<file path="config.mk">
export PLATFORM = sky130hd
export DESIGN_NAME = wfqsp_divider
export DESIGN_NICKNAME = d
export VERILOG_FILES = /design/src/rtl/wfqsp_pkg.sv /design/src/rtl/wfqsp_divider.sv
export SDC_FILE = /design/constraint.sdc
export NUM_CORES = 1
export LEC_CHECK = 0
export BUFFER_PORTS_ARGS = -buffer_cell sky130_fd_sc_hd__buf_2
export CORE_UTILIZATION = 45
export DETAILED_ROUTE_END_ITERATION = 8
export GPL_TIMING_DRIVEN = 0
export PLACE_DENSITY = 0.72
export SLEW_MARGIN = 0
export SYNTH_ARGS = -nofsm -noshare
export SYNTH_HDL_FRONTEND = slang
export SYNTH_SLANG_ARGS = --single-unit
</file>
<file path="constraint.sdc">
create_clock -name i_clk -period 3.44 [get_ports i_clk]
set_clock_uncertainty 0.15 [all_clocks]
set_input_delay 0.516 -clock i_clk [delete_from_list [all_inputs] [get_ports i_clk]]
set_output_delay 0.516 -clock i_clk [all_outputs]
set_load 0.02 [all_outputs]
</file>
<file path="src/rtl/wfqsp_pkg.sv">
// Shared types and constants of the strict-priority weighted fair queueing scheduler.
package wfqsp_pkg;

    localparam int ACTION_W   = 2;
    localparam int CLASS_ID_W = 3;
    localparam int LEN_W      = 16;
    localparam int WEIGHT_W   = 16;
    localparam int PRIO_W     = 3;
    localparam int STATUS_W   = 2;
    localparam int FINISH_W   = 64;
    localparam int BACKLOG_W  = 23;
    localparam int IN_DATA_W  = 40;
    localparam int OUT_DATA_W = 88;

    typedef enum logic [ACTION_W-1:0] {
        ACT_ENQUEUE = 2'd0,
        ACT_DEQUEUE = 2'd1,
        ACT_SETUP   = 2'd2,
        ACT_PEEK    = 2'd3
    } t_action;

    typedef enum logic [STATUS_W-1:0] {
        ST_OK      = 2'd0,
        ST_UNKNOWN = 2'd1,
        ST_FULL    = 2'd2,
        ST_EMPTY   = 2'd3
    } t_status;

    typedef enum logic [2:0] {
        S_IDLE,
        S_SCAN,
        S_READ,
        S_DIV,
        S_UPDATE,
        S_OUT
    } t_state;

    // Word carried along the compare chain: best candidate so far.
    typedef struct packed {
        logic                found;
        logic [PRIO_W-1:0]   prio;
        logic [FINISH_W-1:0] finish;
        logic [5:0]          idx;
    } t_best;

endpackage

</file>
<file path="src/rtl/wfqsp_divider.sv">
// Restoring divider, one quotient bit per cycle, for length / weight.
module wfqsp_divider
    import wfqsp_pkg::*;
(
    input  logic                i_clk,
    input  logic                i_rst_n,
    input  logic                i_start,
    input  logic [LEN_W-1:0]    i_num,
    input  logic [WEIGHT_W-1:0] i_den,
    output logic                o_done,
    output logic [LEN_W-1:0]    o_quot
);
    logic [LEN_W-1:0]    r_quot;
    logic [WEIGHT_W:0]   r_rem;
    logic [WEIGHT_W-1:0] r_den;
    logic [4:0]          r_cnt;
    logic                r_busy;
    logic [WEIGHT_W:0]   w_trial;

    assign w_trial = {r_rem[WEIGHT_W-1:0], r_quot[LEN_W-1]};

    always_ff @(posedge i_clk) begin
        if (!i_rst_n) begin
            r_busy <= 1'b0;
            r_cnt  <= '0;
        end else if (i_start) begin
            r_busy <= 1'b1;
            r_cnt  <= 5'(LEN_W);
        end else if (r_busy) begin
            r_cnt <= r_cnt - 5'd1;
            if (r_cnt == 5'd1) begin
                r_busy <= 1'b0;
            end
        end
    end

    always_ff @(posedge i_clk) begin
        if (i_start) begin
            r_quot <= i_num;
            r_rem  <= '0;
            r_den  <= (i_den == '0) ? WEIGHT_W'(1) : i_den;
        end else if (r_busy) begin
            if (w_trial >= {1'b0, r_den}) begin
                r_rem  <= w_trial - {1'b0, r_den};
                r_quot <= {r_quot[LEN_W-2:0], 1'b1};
            end else begin
                r_rem  <= w_trial;
                r_quot <= {r_quot[LEN_W-2:0], 1'b0};
            end
        end
    end

    assign o_done = r_busy && (r_cnt == 5'd1);
    assign o_quot = (w_trial >= {1'b0, r_den}) ? {r_quot[LEN_W-2:0], 1'b1}
                                               : {r_quot[LEN_W-2:0], 1'b0};
endmodule

</file>
==> metrics.yaml <==
syn_nets: 380
syn_area_um2: 3223
rows: 30
grt_antenna_before_repair: 0
routedWlPerCell_um: 13.31
cts_resized: 0
tightest_slew_ns: 0.6518
final_cells: 481
area_growth_pct: 14.98
wl_mm: 6.401
die_area_um2: 7505
leakagePower_uw: 0.001559
hold_viol: 0
drc: 0
final_max_slew_viol_count: 0
start_util_pct: 46.92
cts_tree: "done"
pre_cts_slack_ns: 0.4874
place_inst: 473
coreArea_um2: 6869
post-route-util_pct: 53.95
dieWidth_um: 86.63
insertedDiodeCount: 0
clockBufferDepth: 2
drt_iter0_markers: 77
final.fill_count: 626
vias_per_cell: 5.023
grtUsageTotal_pct: 18.20
slew_headroom_pct: 56.38
gr-total-overflow: 0
yosysSeqAreaShare_pct: 43.48
fin_crit_sh_pct: 94.86
reg2reg_from: "r_rem[13]$_SDFFE_PP0P_"
crit_chain: "ha_1, a21o_1, a211oi_4, o41ai_2, a2111oi_4, nor2_2, buf_4, buf_2"
final.setup.worst_slack_ns: 0.1769
total_power_uw: 1556
syn_inst: 326
cts_sinks: 54
ys.flop_type: "edfxtp_1"
setup_violations: 0
hpwlAfterDp_mm: 4.949
cpPeakStageDelay_ns: 0.43
power_density_nw_per_um2: 419.8
fmax_mhz: 306.5
cp_slowest_cell: "a2111oi_4"
crit_path_start: "r_rem[13]$_SDFFE_PP0P_"
via_count: 2416
startpoint_type: "register"
arrival_ns: 2.60
yosysWarnings: 0
synthArstFlopShare_pct: 0
criticalPathCategory: "register to output pin"
max-cap-violations: 0
clk_latency_ns: 0.31
die_h_um: 86.63
gp_congestion: 0.8923
final.setup.tns_ns: 0
synth-edff-count: 32
grt_max_degree: 18
numCtsBuffers: 5
synth-seq-cells: 54
drive_gt1_share_pct: 26.23
io_pins: 52
hold_class: "input port to register"
portBuffers: 51
layout_common_cells: "buf_2 (51), edfxtp_1 (32), nor2_1 (29)"
nNetsFinal: 438
grt_pass1_wl_mm: 10.54
drtPass1Iterations: 4
cts-htree-levels: 2
avgSynthCellArea_um2: 9.887
synth_cell_types: 46
ant_nets: 0
multiInputGateArea_um2: 1510
hold_path_startpoint: "i_rst_n"
grt_setup_unrepaired: "false"
clk_pin_slew_worst_paths_ns: 0.10
cts_setup_buffers: 0
setup.worst_path.end_class: "output pin"
crit_fanout: 10
grt_pass1_vias: 2305
peakVddDrop_mv: 0.1979
clock-root-buffer: "clkbuf_8"
status: "complete, no violations"
layout_commonest_cell: "buf_2"
cp.required_ns: 2.77
finalCriticalPeriod_ns: 3.263
seq_area_um2: 1401
cts_hold_buf: 0
==> flip-flops by register name (all words and copies together) (netlist names) <==
name and count:
r_den 16, r_cnt 5, r_rem 16, r_quot 16, r_busy 1
==> critical path: cells and delay by family (launching register included) <==
family,cells,cell delay [ns]
AOI/OAI and AO/OA,4,1.09
adders and majority gates,1,0.37
buffers and inverters,2,0.38
DFF,1,0.35
and+or+nand+nor,1,0.10
==> power by group <==
group / internal, µW / total [µW] / leakage (µW) / switching, µW
Sequential: 743 / 773 / 0.000498 / 30.4
Clock: 189 / 405 / 0.0000567 / 215
Combinational: 172 / 378 / 0.00100 / 206
Total: 1100 / 1560 / 0.00156 / 451
==> synth_stat cells, types with 3 or more instances <==
cell	number	share of area, %
edfxtp_1	32	30
ha_1	18	7.0
nor2b_1	3	0.58
a21o_1	5	1.2
nor2_1	29	3.4
nand2b_1	3	0.58
nand2_1	24	2.8
a211oi_1	8	1.9
clkbuf_1	23	2.7
a21oi_1	13	2.0
o21a_1	3	0.70
buf_4	16	3.7
o21ai_0	16	2.5
nor4_1	4	0.78
inv_1	25	2.9
o31ai_1	4	0.93
mux2i_1	9	2.8
mux2_2	15	5.2
nand3_1	6	0.93
nor3_1	3	0.47
xor2_1	5	1.4
xnor2_1	10	2.7
dfxtp_1	22	14
==> layout make-up <==
type | instances | area share (%)
multi-input cells | 207 | 40.75
flip-flops and latches | 54 | 37.81
repair buffers | 51 | 6.887
plain buffers | 40 | 5.874
well taps | 96 | 3.241
clock buffers | 6 | 2.532
inverters | 25 | 2.532
clock inverters | 2 | 0.3714
==> metrics by stage <==
stage,hold slack (ns),instance area [µm²]
final,0.2879,3706
after global placement,0.3218,3598
after floorplan,0.2969,3223
after detailed placement,0.3306,3598
after CTS,0.2828,3706
after global routing,0.2889,3706
==> final timing paths <==
path / to / slack (ns) / cells past startpoint
worst max-delay path: o_quot[0] / 0.18 / 8
worst min-delay path: r_cnt[4]$_SDFFE_PN0P_ / 0.29 / 2
worst max register to register: r_rem[15]$_SDFFE_PP0P_ / 0.73 / 9
worst min register to register: r_rem[1]$_SDFFE_PP0P_ / 0.35 / 2
==> metal layers <==
layer	GRT usage [%]	vias to the layer above	share of wire (%)
met2	31.96	38	50
met4	5.455	0	1.5
met5	0	-	0
li1	-	1241	-
met3	2.952	8	2.4
met1	22.99	1129	46
==> cells by family after synthesis <==
| group | after synthesis | synth area share [%] |
|---|---|---|
| AOI/OAI and AO/OA | 69 | 15.68 |
| xor gates and xnor gates | 15 | 4.076 |
| adders and majority gates | 19 | 7.609 |
| buffers and inverters | 65 | 9.666 |
| DFF | 54 | 43.48 |
| muxes | 25 | 8.501 |
| and+or+nand+nor | 79 | 10.99 |
No activity file was read; power rests on OpenSTA's default activity.
