$ cat src/rtl/wfqsp_pkg.sv
// Shared types and constants of the strict-priority weighted fair queueing scheduler.
package wfqsp_pkg;

    localparam int ACTION_W   = 2;
    localparam int CLASS_ID_W = 3;
    localparam int LEN_W      = 16;
    localparam int WEIGHT_W   = 16;
    localparam int PRIO_W     = 3;
    localparam int STATUS_W   = 2;
    localparam int FINISH_W   = 64;
    localparam int BACKLOG_W  = 23;
    localparam int IN_DATA_W  = 40;
    localparam int OUT_DATA_W = 88;

    typedef enum logic [ACTION_W-1:0] {
        ACT_ENQUEUE = 2'd0,
        ACT_DEQUEUE = 2'd1,
        ACT_SETUP   = 2'd2,
        ACT_PEEK    = 2'd3
    } t_action;

    typedef enum logic [STATUS_W-1:0] {
        ST_OK      = 2'd0,
        ST_UNKNOWN = 2'd1,
        ST_FULL    = 2'd2,
        ST_EMPTY   = 2'd3
    } t_status;

    typedef enum logic [2:0] {
        S_IDLE,
        S_SCAN,
        S_READ,
        S_DIV,
        S_UPDATE,
        S_OUT
    } t_state;

    // Word carried along the compare chain: best candidate so far.
    typedef struct packed {
        logic                found;
        logic [PRIO_W-1:0]   prio;
        logic [FINISH_W-1:0] finish;
        logic [5:0]          idx;
    } t_best;

endpackage

$ cat src/rtl/wfqsp_cell.sv
// One class cell of the compare chain: merges its candidate into the passing best word.
module wfqsp_cell
    import wfqsp_pkg::*;
#(
    parameter logic [5:0] CELL_IDX = 6'd0
) (
    input  logic                i_clk,
    input  logic                i_rst_n,
    input  logic                i_clear,
    input  logic                i_backlogged,
    input  logic [PRIO_W-1:0]   i_prio,
    input  logic [FINISH_W-1:0] i_finish,
    input  t_best               i_best,
    output t_best               o_best
);
    t_best r_best;
    t_best n_best;
    logic  w_take;

    always_comb begin
        w_take = 1'b0;
        if (i_backlogged) begin
            if (!i_best.found || i_prio > i_best.prio) begin
                w_take = 1'b1;
            end else if (i_prio == i_best.prio && i_finish < i_best.finish) begin
                w_take = 1'b1;
            end
        end
        n_best = i_best;
        if (w_take) begin
            n_best.found  = 1'b1;
            n_best.prio   = i_prio;
            n_best.finish = i_finish;
            n_best.idx    = CELL_IDX;
        end
    end

    always_ff @(posedge i_clk) begin
        if (!i_rst_n || i_clear) begin
            r_best <= '0;
        end else begin
            r_best <= n_best;
        end
    end

    assign o_best = r_best;
endmodule

$ cat config.mk
export PLATFORM = sky130hd
export DESIGN_NAME = wfqsp_cell
export DESIGN_NICKNAME = d
export VERILOG_FILES = /design/src/rtl/wfqsp_pkg.sv /design/src/rtl/wfqsp_cell.sv
export SDC_FILE = /design/constraint.sdc
export NUM_CORES = 1
export LEC_CHECK = 0
export BUFFER_PORTS_ARGS = -buffer_cell sky130_fd_sc_hd__clkbuf_2
export CAP_MARGIN = 20
export CORE_MARGIN = 2
export CORE_UTILIZATION = 40
export DETAILED_ROUTE_END_ITERATION = 7
export PLACE_DENSITY_LB_ADDON = 0.08
export SKIP_LAST_GASP = 1
export SYNTH_ARGS = -nofsm -noshare
export SYNTH_HDL_FRONTEND = slang
export SYNTH_SLANG_ARGS = --single-unit
$ cat constraint.sdc
create_clock -name i_clk -period 4.5 [get_ports i_clk]
set_clock_uncertainty 0.1 [all_clocks]
set_input_delay 0.9 -clock i_clk [delete_from_list [all_inputs] [get_ports i_clk]]
set_output_delay 0.9 -clock i_clk [all_outputs]
set_load 0.01 [all_outputs]
==> metrics.json, run 1 <==
{
  "synth.ff_latch_count": {"value": 74},
  "insertedDiodeCount": {"value": 0},
  "grt_usage": {"value": 18.5, "unit": "%"},
  "synth_compound_gate_area_share": {"value": 7.58, "unit": "%"},
  "totalPowerFinal": {"value": 1.78, "unit": "mW"},
  "synthXorXnorAreaFrac": {"value": 0, "unit": "%"},
  "min_period": {"value": 3490, "unit": "ps"},
  "clk_pin_slew": {"value": 60, "unit": "ps"},
  "grt_max_degree": {"value": 93},
  "hp-class": {"value": "primary input to flip-flop"},
  "timing.setup.critical_path_class": {"value": "primary input to flip-flop"},
  "placementRows": {"value": 39},
  "final_total_negative_setup_slack": {"value": 0, "unit": "ps"},
  "timing.max_slew.rel_slack": {"value": 59.0, "unit": "%"},
  "drtPass1Iterations": {"value": 4},
  "grt_antenna_before_repair": {"value": 0},
  "worstSetupStartpointType": {"value": "primary input"},
  "grt_first_pass_wirelength": {"value": 18900, "unit": "um"},
  "cellLeakagePower": {"value": 3.33, "unit": "nW"},
  "dpl_cell_area": {"value": 0.00581, "unit": "mm^2"},
  "cpMaxStageDelayCell": {"value": "or4_1"},
  "post_cts_resize_count": {"value": 0},
  "critical_path_capture_point_type": {"value": "flip-flop"},
  "clkSinkCount": {"value": 74},
  "setup_buffers_after_cts": {"value": 0},
  "wl_per_cell": {"value": 12.9, "unit": "um"},
  "finalMaxSlewViolations": {"value": 0},
  "cts-buffers-inserted": {"value": 9},
  "outcome": {"value": "finished clean"},
  "final_nets": {"value": 976},
  "number_of_global_route_vias_before_repair": {"value": 4185},
  "htree_num_levels": {"value": 3},
  "netlist-cell-type-count": {"value": 34},
  "initial_drc_count": {"value": 182},
  "setup_viol": {"value": 0},
  "num_vias": {"value": 4332},
  "final_area": {"value": 0.00607, "unit": "mm^2"},
  "initial_util": {"value": 41.4, "unit": "%"},
  "power_per_cell_area": {"value": 294, "unit": "mW/mm^2"},
  "cts_max_path_buffers": {"value": 2},
  "viasPerCell": {"value": 4.74},
  "timing.critical_path.from": {"value": "i_best[57]"},
  "postSynthCellCount": {"value": 554},
  "number_of_routed_nets_with_antenna_violations": {"value": 0},
  "fillers": {"value": 1161},
  "final_hold_viol_count": {"value": 0},
  "buffers_on_ports": {"value": 218},
  "timing.critical_path.arrival": {"value": 3650, "unit": "ps"},
  "cts.hold.buffers_added": {"value": 0},
  "die_w": {"value": 113, "unit": "um"},
  "cts_tree": {"value": "done"},
  "gr-total-overflow": {"value": 0},
  "largest_reg_flops": {"value": 74},
  "hold_ws": {"value": 665, "unit": "ps"},
  "flow.area_growth_from_synthesis": {"value": 26.8, "unit": "%"},
  "tightest_slew": {"value": 610, "unit": "ps"},
  "final_core_utilization": {"value": 52.5, "unit": "%"},
  "fraction_of_the_yosys_area_taken_by_sequential_cells": {"value": 30.9, "unit": "%"},
  "critPathBufInv": {"value": 3},
  "syn_avg_cell_area": {"value": 8.64, "unit": "um^2"},
  "ys.warnings.count": {"value": 0},
  "max_stage_delay": {"value": 580, "unit": "ps"},
  "synth_area": {"value": 0.00479, "unit": "mm^2"},
  "post_route_cells_drive_above_1_share": {"value": 31.6, "unit": "%"},
  "layout_worst_path_cycle_share": {"value": 77.6, "unit": "%"},
  "path_max_fanout": {"value": 11},
  "dp.final_hpwl": {"value": 9470, "unit": "um"},
  "dieHeight": {"value": 113, "unit": "um"},
  "vdd.ir_drop.worst": {"value": 0.221, "unit": "mV"},
  "muxShareOfSynthArea": {"value": 14.0, "unit": "%"},
  "path_cells": {"value": "clkbuf_2 -> inv_1 -> ha_1 -> a21oi_2 -> o21ai_2 -> a2111oi_4 -> a21oi_1 -> or4_1 -> o21ai_4 -> buf_4 -> mux2i_1"},
  "fmax": {"value": 0.286, "unit": "GHz"},
  "pin_count": {"value": 219},
  "critical_path.top_delay_family": {"value": "compound AO/OA/AOI/OAI gates"},
  "synth_simple_gate_area_share": {"value": 17.1, "unit": "%"},
  "critical_path_required": {"value": 4660, "unit": "ps"},
  "fp.dieArea": {"value": 0.0129, "unit": "mm^2"},
  "worstSetupPathDepth": {"value": 11},
  "post_synthesis_adder_cell_area_fraction": {"value": 17.2, "unit": "%"},
  "crit_end": {"value": "o_best[21]"},
  "synth_top_family_by_area": {"value": "adder cells"},
  "coreArea": {"value": 0.0116, "unit": "mm^2"},
  "cts_root_buffer": {"value": "clkbuf_16"},
  "route.detailed.drc": {"value": 0},
  "routed_wirelength": {"value": 11700, "unit": "um"},
  "synth_fp_nets": {"value": 765},
  "max-cap-violations": {"value": 0},
  "setup_repair_after_global_routing_missed_its_margin": {"value": "no"},
  "gpl.final_weighted_congestion": {"value": 0.767}
}
==> worst min-delay path: cells and delay by family <==
family                 cells  cell delay (ps)
and+or+nand+nor            1               40
buffers and inverters      2              120
==> final cells by class <==
cell class	instances	area, um^2	share of cell area (%)
Timing Repair Buffer	223	1170	19.3
Multi-Input combinational cell	383	2690	44.4
Sequential cell	74	1480	24.4
Tap cell	143	179	2.95
Clock inverter	2	12.5	0.206
Inverter	74	278	4.57
Clock buffer	14	254	4.18
==> through the flow <==
step	instances	worst slack [ps]
6_report	913	1010
5_1_grt	913	720
4_1_cts	913	984
3_5_place_dp	897	645
3_3_place_gp	896	664
2_1_floorplan	554	1300
==> worst min-delay path by stage <==
stage / startpoint / end / slack [ps] / cells past startpoint
after floorplan: i_backlogged / o_best[73] / 920 / 2
after global placement: i_best[2] / o_best[2] / 1010 / 3
after detailed placement: i_best[3] / o_best[3] / 1020 / 3
after CTS: i_best[0] / o_best[0] / 650 / 3
after global routing: i_best[5] / o_best[5] / 670 / 3
final: i_best[0] / o_best[0] / 660 / 3
==> layer usage <==
| layer | vias up | GRT usage, % | share of wire [%] |
|---|---|---|---|
| li1 | 2256 | - | - |
| met1 | 1913 | 21.2 | 42 |
| met2 | 143 | 32.0 | 48 |
| met3 | 20 | 5.53 | 8.1 |
| met4 | 0 | 8.29 | 2.5 |
| met5 | - | 0 | 0 |
==> where the power goes <==
| part | total, mW | switching (mW) | internal [mW] |
|---|---|---|---|
| sequential | 0.708 | 0.0112 | 0.696 |
| combinational | 0.409 | 0.218 | 0.191 |
| clock | 0.667 | 0.278 | 0.389 |
==> placed cells by master, fill, tap and decap left out, types with 6 or more instances in the layout <==
cell type and count:
dfxtp_1 74, a21oi_1 21, nand4_1 10, inv_1 74
nor2_1 8, ha_1 66, o21ai_0 6, clkbuf_2 218
nor3_1 8, nand3_1 7, nand2_1 151, mux2i_1 67
clkbuf_16 9
==> cell usage after synthesis <==
cell,n,area share (%)
a2111oi_1,1,0.21
a21o_1,4,0.63
o21ai_2,3,0.55
nand4_1,10,1.3
o21ai_0,6,0.63
a21boi_0,2,0.31
inv_1,74,5.8
buf_12,8,3.3
dfxtp_1,74,31
nand2b_1,4,0.52
o21ai_1,3,0.31
a221oi_1,2,0.37
a211oi_1,2,0.31
nor2_1,8,0.63
nor4_1,3,0.39
or4_1,1,0.16
nand3_1,7,0.73
a2111oi_4,1,0.57
a2111oi_2,1,0.31
nor2b_1,3,0.39
nor3_1,8,0.84
or3_1,1,0.13
a21oi_2,2,0.37
and4_1,1,0.18
o31ai_1,1,0.16
ha_1,66,17
o21a_1,3,0.47
dlygate4sd3_1,2,0.42
buf_2,1,0.10
a21oi_1,21,2.2
a2111oi_0,1,0.18
mux2i_1,67,14
clkbuf_8,12,3.4
nand2_1,151,12
==> kinds of logic (layout without fill, tap and decap cells) <==
family                     count (synthesis)  count (layout)
muxes                                     67              67
DFF                                       74              74
AOI/OAI and AO/OA                         53              53
adders and majority gates                 66              66
and+or+nand+nor                          197             197
buffers and inverters                     97             313
No activity file was read; power rests on OpenSTA's default activity.
==> run 2: changes to the inputs <==
--- a/config.mk
+++ b/config.mk
@@ -5,6 +5,7 @@
 export SDC_FILE = /design/constraint.sdc
 export NUM_CORES = 1
 export LEC_CHECK = 0
+export ABC_AREA = 1
 export BUFFER_PORTS_ARGS = -buffer_cell sky130_fd_sc_hd__clkbuf_2
 export CAP_MARGIN = 20
 export CORE_MARGIN = 2
==> constraint.sdc (replaced) <==
create_clock -name i_clk -period 3.2 [get_ports i_clk]
set_clock_uncertainty 0.1 [all_clocks]
set_input_delay 0.64 -clock i_clk [delete_from_list [all_inputs] [get_ports i_clk]]
set_output_delay 0.64 -clock i_clk [all_outputs]
set_load 0.01 [all_outputs]
==> run 2 against run 1 <==
Net effect: combinational power grew 60%; die area grew 5.7%; worst hold slack worse by 270 ps; critical path depth increased by 2; critical path type unchanged; final cell count is 22% higher; sequential share of layout area is 2.0 points lower; largest power group is now clock; utilization grew 0.32 points; total power up 50%; setup slack lost 320 ps; first-iteration DRC count rose by 32%; sequential power up 40%; non-clock buffer count rose by 4.
==> metrics.json, run 2 <==
{
  "outcome": {"value": "finished clean", "change": "unchanged"},
  "fmax": {"value": 0.398, "unit": "GHz"},
  "max-cap-violations": {"value": 0, "change": "unchanged"},
  "routed_wirelength": {"value": 12700, "unit": "um", "change": "was 11700 um"},
  "synth_area_leaders": {"value": "dfxtp_1, ha_1, inv_1", "change": "was dfxtp_1, ha_1, mux2i_1"},
  "die_w": {"value": 117, "unit": "um", "change": "was 113 um"},
  "max_stage_delay": {"value": 350, "unit": "ps", "change": "was 580 ps"},
  "layout_commonest_cell": {"value": "clkbuf_2", "change": "unchanged"},
  "commonest_register_cell_after_synthesis": {"value": "dfxtp_1", "change": "unchanged"},
  "cts_tree": {"value": "done", "change": "unchanged"},
  "net-switching-power": {"value": 0.794, "unit": "mW", "change": "was 0.508 mW"},
  "insertedDiodeCount": {"value": 0, "change": "unchanged"},
  "number_of_routed_nets_with_antenna_violations": {"value": 0, "change": "unchanged"},
  "final_total_negative_setup_slack": {"value": 0, "unit": "ps", "change": "unchanged"},
  "min_period": {"value": 2510, "unit": "ps"},
  "placementRows": {"value": 41, "change": "was 39"},
  "post_route_cells_drive_above_1_share": {"value": 31.5, "unit": "%", "change": "was 31.6%"},
  "pin_count": {"value": 219, "change": "unchanged"},
  "synth_area": {"value": 0.00507, "unit": "mm^2", "change": "was 0.00479 mm^2"},
  "mostFrequentLayoutCells": {"value": "clkbuf_2, inv_1, nand2_1", "change": "was clkbuf_2, nand2_1, inv_1, dfxtp_1, mux2i_1"},
  "cts-buffers-inserted": {"value": 9, "change": "unchanged"},
  "synth.ff_latch_count": {"value": 74, "change": "unchanged"},
  "initial_drc_count": {"value": 240, "change": "was 182"},
  "critPathBufInv": {"value": 3, "change": "unchanged"},
  "yosys.cell_count.top_type": {"value": "inv_1", "change": "was nand2_1"},
  "synth_fp_nets": {"value": 948, "change": "was 765"},
  "dp.final_hpwl": {"value": 9790, "unit": "um", "change": "was 9470 um"},
  "cts_root_buffer": {"value": "clkbuf_16", "change": "unchanged"},
  "drt-met1-wl": {"value": 5840, "unit": "um", "change": "was 4930 um"},
  "worstSetupStartpointType": {"value": "primary input", "change": "unchanged"},
  "synth_area_leader_cell": {"value": "dfxtp_1", "change": "unchanged"},
  "finalMaxSlewViolations": {"value": 0, "change": "unchanged"},
  "number_of_global_route_vias_before_repair": {"value": 4403, "change": "was 4185"},
  "grt_antenna_before_repair": {"value": 0, "change": "unchanged"},
  "gpl.final_weighted_congestion": {"value": 0.768, "change": "was 0.767"},
  "clkSinkCount": {"value": 74, "change": "unchanged"},
  "setup_viol": {"value": 0, "change": "unchanged"},
  "critical_path_capture_point_type": {"value": "flip-flop", "change": "unchanged"},
  "cts_max_path_buffers": {"value": 2, "change": "unchanged"},
  "pwr-share-seq": {"value": 36.8, "unit": "%", "change": "was 39.7%"},
  "power_per_cell_area": {"value": 406, "unit": "mW/mm^2", "change": "was 294 mW/mm^2"},
  "dr_wl_met2": {"value": 5640, "unit": "um", "change": "was 5580 um"},
  "coreArea": {"value": 0.0125, "unit": "mm^2", "change": "was 0.0116 mm^2"},
  "final_hold_viol_count": {"value": 0, "change": "unchanged"},
  "async_reset_ff_share": {"value": 0, "unit": "%", "change": "unchanged"},
  "vdd.ir_drop.worst": {"value": 0.275, "unit": "mV", "change": "was 0.221 mV"},
  "pwr-share-comb": {"value": 24.4, "unit": "%", "change": "was 22.9%"},
  "fillers": {"value": 1346, "change": "was 1161"},
  "largest_reg_flops": {"value": 74, "change": "unchanged"},
  "p_int": {"value": 1.89, "unit": "mW", "change": "was 1.28 mW"},
  "tightest_slew": {"value": 549, "unit": "ps", "change": "was 610 ps"},
  "htree_num_levels": {"value": 3, "change": "unchanged"},
  "grt_usage": {"value": 18.7, "unit": "%", "change": "was 18.5%"},
  "final_area": {"value": 0.00661, "unit": "mm^2", "change": "was 0.00607 mm^2"},
  "cellLeakagePower": {"value": 3.85, "unit": "nW", "change": "was 3.33 nW"},
  "num_vias": {"value": 4946, "change": "was 4332"},
  "preCtsSetupSlack": {"value": 341, "unit": "ps", "change": "was 645 ps"},
  "fraction_of_the_yosys_area_taken_by_sequential_cells": {"value": 29.2, "unit": "%", "change": "was 30.9%"},
  "wl_per_cell": {"value": 11.4, "unit": "um", "change": "was 12.9 um"},
  "post_synth_most_frequent_cells": {"value": "inv_1, nand2_1, nor2_1", "change": "was nand2_1, dfxtp_1, inv_1"},
  "highest_metal_layer_used_by_the_detailed_router": {"value": "met4", "change": "unchanged"},
  "fp.dieArea": {"value": 0.0136, "unit": "mm^2", "change": "was 0.0129 mm^2"},
  "layout_worst_path_cycle_share": {"value": 78.5, "unit": "%"},
  "grt_max_degree": {"value": 71, "change": "was 93"},
  "initial_util": {"value": 40.5, "unit": "%", "change": "was 41.4%"},
  "timing.max_slew.rel_slack": {"value": 63.4, "unit": "%", "change": "was 59.0%"},
  "dpl_cell_area": {"value": 0.00631, "unit": "mm^2", "change": "was 0.00581 mm^2"},
  "setup_repair_after_global_routing_missed_its_margin": {"value": "no", "change": "unchanged"},
  "final_nets": {"value": 1150, "change": "was 976"},
  "post_cts_resize_count": {"value": 0, "change": "unchanged"},
  "cts.hold.buffers_added": {"value": 0, "change": "unchanged"},
  "cpMaxStageDelayCell": {"value": "buf_4", "change": "was or4_1"},
  "yosys_top_cell_area_share": {"value": 29.2, "unit": "%", "change": "was 30.9%"},
  "grt_first_pass_wirelength": {"value": 20200, "unit": "um", "change": "was 18900 um"},
  "p_clk_share": {"value": 38.8, "unit": "%", "change": "was 37.4%"},
  "setup_buffers_after_cts": {"value": 0, "change": "unchanged"},
  "path_max_fanout": {"value": 31, "change": "was 11"},
  "detailroute.wirelength.met3": {"value": 1040, "unit": "um", "change": "was 947 um"},
  "switching_share": {"value": 29.6, "unit": "%", "change": "was 28.5%"},
  "critical_path.top_delay_family": {"value": "simple AND/OR/NAND/NOR gates", "change": "was compound AO/OA/AOI/OAI gates"},
  "viasPerCell": {"value": 4.43, "change": "was 4.74"},
  "route.detailed.drc": {"value": 0, "change": "unchanged"},
  "drtPass1Iterations": {"value": 4, "change": "unchanged"},
  "ys.warnings.count": {"value": 0, "change": "unchanged"},
  "hp-class": {"value": "primary input to flip-flop", "change": "unchanged"},
  "timing.critical_path.arrival": {"value": 2640, "unit": "ps", "change": "was 3650 ps"},
  "timing.setup.critical_path_class": {"value": "primary input to flip-flop", "change": "unchanged"},
  "clk_pin_slew": {"value": 60, "unit": "ps", "change": "about the same"},
  "flow.area_growth_from_synthesis": {"value": 30.4, "unit": "%", "change": "was 26.8%"},
  "buffers_on_ports": {"value": 218, "change": "unchanged"},
  "dieHeight": {"value": 117, "unit": "um", "change": "was 113 um"},
  "netlist-cell-type-count": {"value": 23, "change": "was 34"},
  "synth_enable_flop_cells": {"value": 0, "change": "unchanged"},
  "critical_path_required": {"value": 3330, "unit": "ps", "change": "was 4660 ps"},
  "syn_avg_cell_area": {"value": 6.88, "unit": "um^2", "change": "was 8.64 um^2"},
  "path_cells": {"value": "clkbuf_2 -> inv_1 -> ha_1 -> a31o_2 -> a211oi_1 -> nand3_1 -> nor2_1 -> nand2_2 -> nand2_4 -> buf_4 -> nand2_1 -> nand2_1 -> nor2_1", "change": "was clkbuf_2 -> inv_1 -> ha_1 -> a21oi_2 -> o21ai_2 -> a2111oi_4 -> a21oi_1 -> or4_1 -> o21ai_4 -> buf_4 -> mux2i_1"},
  "postSynthCellCount": {"value": 737, "change": "was 554"},
  "setup_ws": {"value": 687, "unit": "ps", "change": "was 1010 ps"},
  "gr-total-overflow": {"value": 0, "change": "unchanged"}
}
## run 2: cell types whose count changed in the layout (fill, tap and decap cells not counted), sizes merged, moves of 5 or more
cell and delta:
inv +77, nand4 -6, nor2 +82, nand3 +67
a21oi +73, nand2 -27, buf +5, mux2i -67
## run 2: layer usage
layer	GRT usage [%]	vias up
li1	-	2712
met1	23.7	2081
met2	30.0	142
met3	6.07	11
met4	6.43	0
met5	0	-
## run 2: area by class of cell
type                            count  area, um^2  share of cell area (%)
Clock buffer                       11         253                    3.82
Clock inverter                      5        52.6                   0.795
Inverter                          151         567                    8.57
Multi-Input combinational cell    476        2840                    43.0
Timing Repair Buffer              227        1200                    18.2
Sequential cell                    74        1480                    22.4
Tap cell                          172         215                    3.25
## run 2: stage by stage
stage                     hold WS (ps)  power, mW  util [%]  std cells
after floorplan                    652       1.43         -        737
after global placement             740       1.67      50.4       1100
after detailed placement           741       1.67      50.4       1100
after CTS                          377       2.73      52.8       1116
after global routing               408       2.86      52.8       1116
final                              392       2.68      52.8       1116
## run 2: worst paths after layout
check / start / endpoint / slack (ps) / cells after the start
min: i_best[3] / o_best[3] / 390 / 3
max: i_best[69] / o_best[0] / 690 / 13
## run 2: logic make-up (layout without fill, tap and decap cells)
family,after synthesis,in the layout,synth area share (%)
buf+inv,187,394,14.9
fa+ha+maj,66,66,16.3
flops,74,74,29.2
compound gates,114,114,15.4
simple gates,296,296,24.2
## run 2: power by group through the flow
stage          clock network [mW]  logic [mW]  registers (mW)
6_report                     1.04       0.655           0.988
2_1_floorplan                   0       0.396            1.04
5_1_grt                      1.12       0.755           0.992
3_3_place_gp                    0       0.661            1.01
4_1_cts                      1.07       0.664           0.988
3_5_place_dp                    0       0.660            1.01
==> run 3: changes to the inputs <==
==> constraint.sdc (replaced) <==
create_clock -name i_clk -period 2.3 [get_ports i_clk]
set_clock_uncertainty 0.1 [all_clocks]
set_input_delay 0.46 -clock i_clk [delete_from_list [all_inputs] [get_ports i_clk]]
set_output_delay 0.46 -clock i_clk [all_outputs]
set_load 0.01 [all_outputs]
==> run 3 against run 2 <==
Net effect: clock-buffer cell count is the same; utilization grew 8.9 points; flip-flop and latch count is the same; critical path depth grew 4; sequential power grew 40%; non-clock buffer count grew 95; critical endpoint is now o_best[59]; largest cell class unchanged.
==> metrics.json, run 3 (synthesized netlist as in run 2, its figures left out) <==
{
  "number_of_routed_nets_with_antenna_violations": {"value": 0, "change": "unchanged"},
  "met1_track_utilization_from_global_routing": {"value": 26.1, "unit": "%", "change": "was 23.7%"},
  "die_w": {"value": 117, "unit": "um", "change": "unchanged"},
  "grt_antenna_before_repair": {"value": 0, "change": "unchanged"},
  "htree_num_levels": {"value": 3, "change": "unchanged"},
  "p_int": {"value": 2.92, "unit": "mW", "change": "was 1.89 mW"},
  "layout_worst_path_cycle_share": {"value": 95.2, "unit": "%"},
  "net-switching-power": {"value": 1.22, "unit": "mW", "change": "was 0.794 mW"},
  "p_clk_share": {"value": 37.3, "unit": "%", "change": "was 38.8%"},
  "gpl.final_weighted_congestion": {"value": 0.775, "change": "was 0.768"},
  "power_per_cell_area": {"value": 536, "unit": "mW/mm^2", "change": "was 406 mW/mm^2"},
  "flow.area_growth_from_synthesis": {"value": 52.3, "unit": "%", "change": "was 30.4%"},
  "vdd.ir_drop.worst": {"value": 0.375, "unit": "mV", "change": "was 0.275 mV"},
  "path_max_fanout": {"value": 10, "change": "was 31"},
  "drtPass1Iterations": {"value": 4, "change": "unchanged"},
  "mostFrequentLayoutCells": {"value": "clkbuf_2, inv_1, nand2_1", "change": "unchanged"},
  "hold_ws": {"value": 208, "unit": "ps", "change": "was 392 ps"},
  "setup_viol": {"value": 0, "change": "unchanged"},
  "cts_max_path_buffers": {"value": 2, "change": "unchanged"},
  "number_of_global_route_vias_before_repair": {"value": 4563, "change": "was 4403"},
  "critical_path_required": {"value": 2440, "unit": "ps", "change": "was 3330 ps"},
  "route.detailed.drc": {"value": 0, "change": "unchanged"},
  "final_nets": {"value": 1247, "change": "was 1150"},
  "routed_wirelength": {"value": 14600, "unit": "um", "change": "was 12700 um"},
  "layout.cells.non_filler": {"value": 1213, "change": "was 1116"},
  "max-cap-violations": {"value": 0, "change": "unchanged"},
  "setup_ws": {"value": 111, "unit": "ps", "change": "was 687 ps"},
  "cts_root_buffer": {"value": "clkbuf_16", "change": "unchanged"},
  "cts_tree": {"value": "done", "change": "unchanged"},
  "cts.hold.buffers_added": {"value": 0, "change": "unchanged"},
  "initial_util": {"value": 40.5, "unit": "%", "change": "unchanged"},
  "finalMaxSlewViolations": {"value": 0, "change": "unchanged"},
  "min_period": {"value": 2190, "unit": "ps"},
  "wl_per_cell": {"value": 12.1, "unit": "um", "change": "was 11.4 um"},
  "setup_buffers_after_cts": {"value": 0, "change": "unchanged"},
  "timing.max_slew.rel_slack": {"value": 64.2, "unit": "%", "change": "was 63.4%"},
  "grtUsageMet2": {"value": 31.1, "unit": "%", "change": "was 30.0%"},
  "switching_share": {"value": 29.4, "unit": "%", "change": "was 29.6%"},
  "fp.dieArea": {"value": 0.0136, "unit": "mm^2", "change": "unchanged"},
  "placementRows": {"value": 41, "change": "unchanged"},
  "final_hold_viol_count": {"value": 0, "change": "unchanged"},
  "outcome": {"value": "finished clean", "change": "unchanged"},
  "timing.setup.critical_path_class": {"value": "primary input to flip-flop", "change": "unchanged"},
  "timing.critical_path.arrival": {"value": 2330, "unit": "ps", "change": "was 2640 ps"},
  "cellLeakagePower": {"value": 4.42, "unit": "nW", "change": "was 3.85 nW"},
  "post-place-cells": {"value": 1188, "change": "was 1100"},
  "grtUsageMet3": {"value": 5.14, "unit": "%", "change": "was 6.07%"},
  "grt_most_used_layer": {"value": "met2", "change": "unchanged"},
  "dp.final_hpwl": {"value": 10600, "unit": "um", "change": "was 9790 um"},
  "tightest_slew": {"value": 536, "unit": "ps", "change": "was 549 ps"},
  "viasPerCell": {"value": 4.49, "change": "was 4.43"},
  "coreArea": {"value": 0.0125, "unit": "mm^2", "change": "unchanged"},
  "critical_path_capture_point_type": {"value": "flip-flop", "change": "unchanged"},
  "insertedDiodeCount": {"value": 0, "change": "unchanged"},
  "clk_pin_slew": {"value": 60, "unit": "ps", "change": "about the same"},
  "post_route_cells_drive_above_1_share": {"value": 40.3, "unit": "%", "change": "was 31.5%"},
  "clkSinkCount": {"value": 74, "change": "unchanged"},
  "gr-total-overflow": {"value": 0, "change": "unchanged"},
  "cts-buffers-inserted": {"value": 9, "change": "unchanged"},
  "pwr-share-comb": {"value": 29.5, "unit": "%", "change": "was 24.4%"},
  "layout_commonest_cell": {"value": "clkbuf_2", "change": "unchanged"},
  "crit_end": {"value": "o_best[59]", "change": "was o_best[0]"},
  "pin_count": {"value": 219, "change": "unchanged"},
  "largest_reg_flops": {"value": 74, "change": "unchanged"},
  "timing.critical_path.from": {"value": "i_best[69]", "change": "unchanged"},
  "number_of_instances_on_the_worst_hold_path": {"value": 3, "change": "unchanged"},
  "post_cts_resize_count": {"value": 0, "change": "unchanged"},
  "buffers_on_ports": {"value": 218, "change": "unchanged"},
  "grt_usage": {"value": 19.8, "unit": "%", "change": "was 18.7%"},
  "hp-class": {"value": "primary input to flip-flop", "change": "unchanged"},
  "num_vias": {"value": 5442, "change": "was 4946"},
  "initial_drc_count": {"value": 212, "change": "was 240"},
  "dieHeight": {"value": 117, "unit": "um", "change": "unchanged"},
  "preCtsSetupSlack": {"value": -272, "unit": "ps", "change": "was 341 ps"},
  "grt_max_degree": {"value": 45, "change": "was 71"},
  "grt_first_pass_wirelength": {"value": 21200, "unit": "um", "change": "was 20200 um"},
  "fmax": {"value": 0.457, "unit": "GHz"},
  "worstSetupStartpointType": {"value": "primary input", "change": "unchanged"},
  "pwr-share-seq": {"value": 33.2, "unit": "%", "change": "was 36.8%"}
}
[run 3: changes by cell type in the layout (fill, tap and decap cells not counted), moves of 4 or more]
| cell | before | now |
|---|---|---|
| nor2_1 | 89 | 82 |
| clkbuf_16 | 9 | 14 |
| nand2_1 | 122 | 114 |
| buf_12 | 3 | 9 |
| nand2_8 | 0 | 4 |
| buf_4 | 6 | 87 |
| nor2_2 | 0 | 5 |
[run 3: power by group through the flow]
stage          clock [mW]  sequential [mW]  combinational, mW
5_1_grt              1.64             1.38               1.36
3_3_place_gp            0             1.40               1.05
4_1_cts              1.58             1.38               1.06
2_1_floorplan           0             1.44              0.551
3_5_place_dp            0             1.40               1.06
6_report             1.54             1.38               1.22
[run 3: worst min-delay path by stage]
stage / startpoint / end / slack, ps
2_1_floorplan: i_best[0] / o_best[0] / 470
3_3_place_gp: i_best[3] / o_best[3] / 560
3_5_place_dp: i_best[3] / o_best[3] / 560
4_1_cts: i_best[3] / o_best[3] / 190
5_1_grt: i_best[4] / o_best[4] / 220
6_report: i_best[3] / o_best[3] / 210
[run 3: area by class of cell]
cell class | count | area [um^2]
clock inverters | 5 | 77.6
multi-input cells | 478 | 3040
clock buffers | 11 | 243
well taps | 172 | 215
inverters | 151 | 567
flip-flops and latches | 74 | 1480
fillers | 1231 | 4790
repair buffers | 322 | 2100
[run 3: routing by layer]
layer  vias to the layer above  wire length, um
met5                         -                0
met4                         0              233
met3                        15              990
met2                       147             6660
met1                      2368             6740
li1                       2912                -
[run 3: worst max-delay path, stage by stage]
cell      delay, ps
clkbuf_2        100
inv_1            40
ha_1            300
nand3_1          90
inv_1            50
nand2_1          80
nor3_2           40
buf_4           140
nand3_1          90
nand3_1         120
nor2_4          180
nand2_8         110
nand2_8         120
buf_6           190
nand3_1          90
nand2_1          70
nor2_1           40
[run 3: through the flow]
stage / total power, mW / setup TNS [ps] / area (um^2) / util, %
floorplan: 1.99 / 0 / 5070 / -
global placement: 2.46 / -13180 / 6990 / 55.9
detailed placement: 2.46 / -14950 / 6990 / 55.9
CTS: 4.02 / 0 / 7310 / 58.4
global route: 4.39 / -23.4 / 7730 / 61.7
finish: 4.14 / 0 / 7730 / 61.7
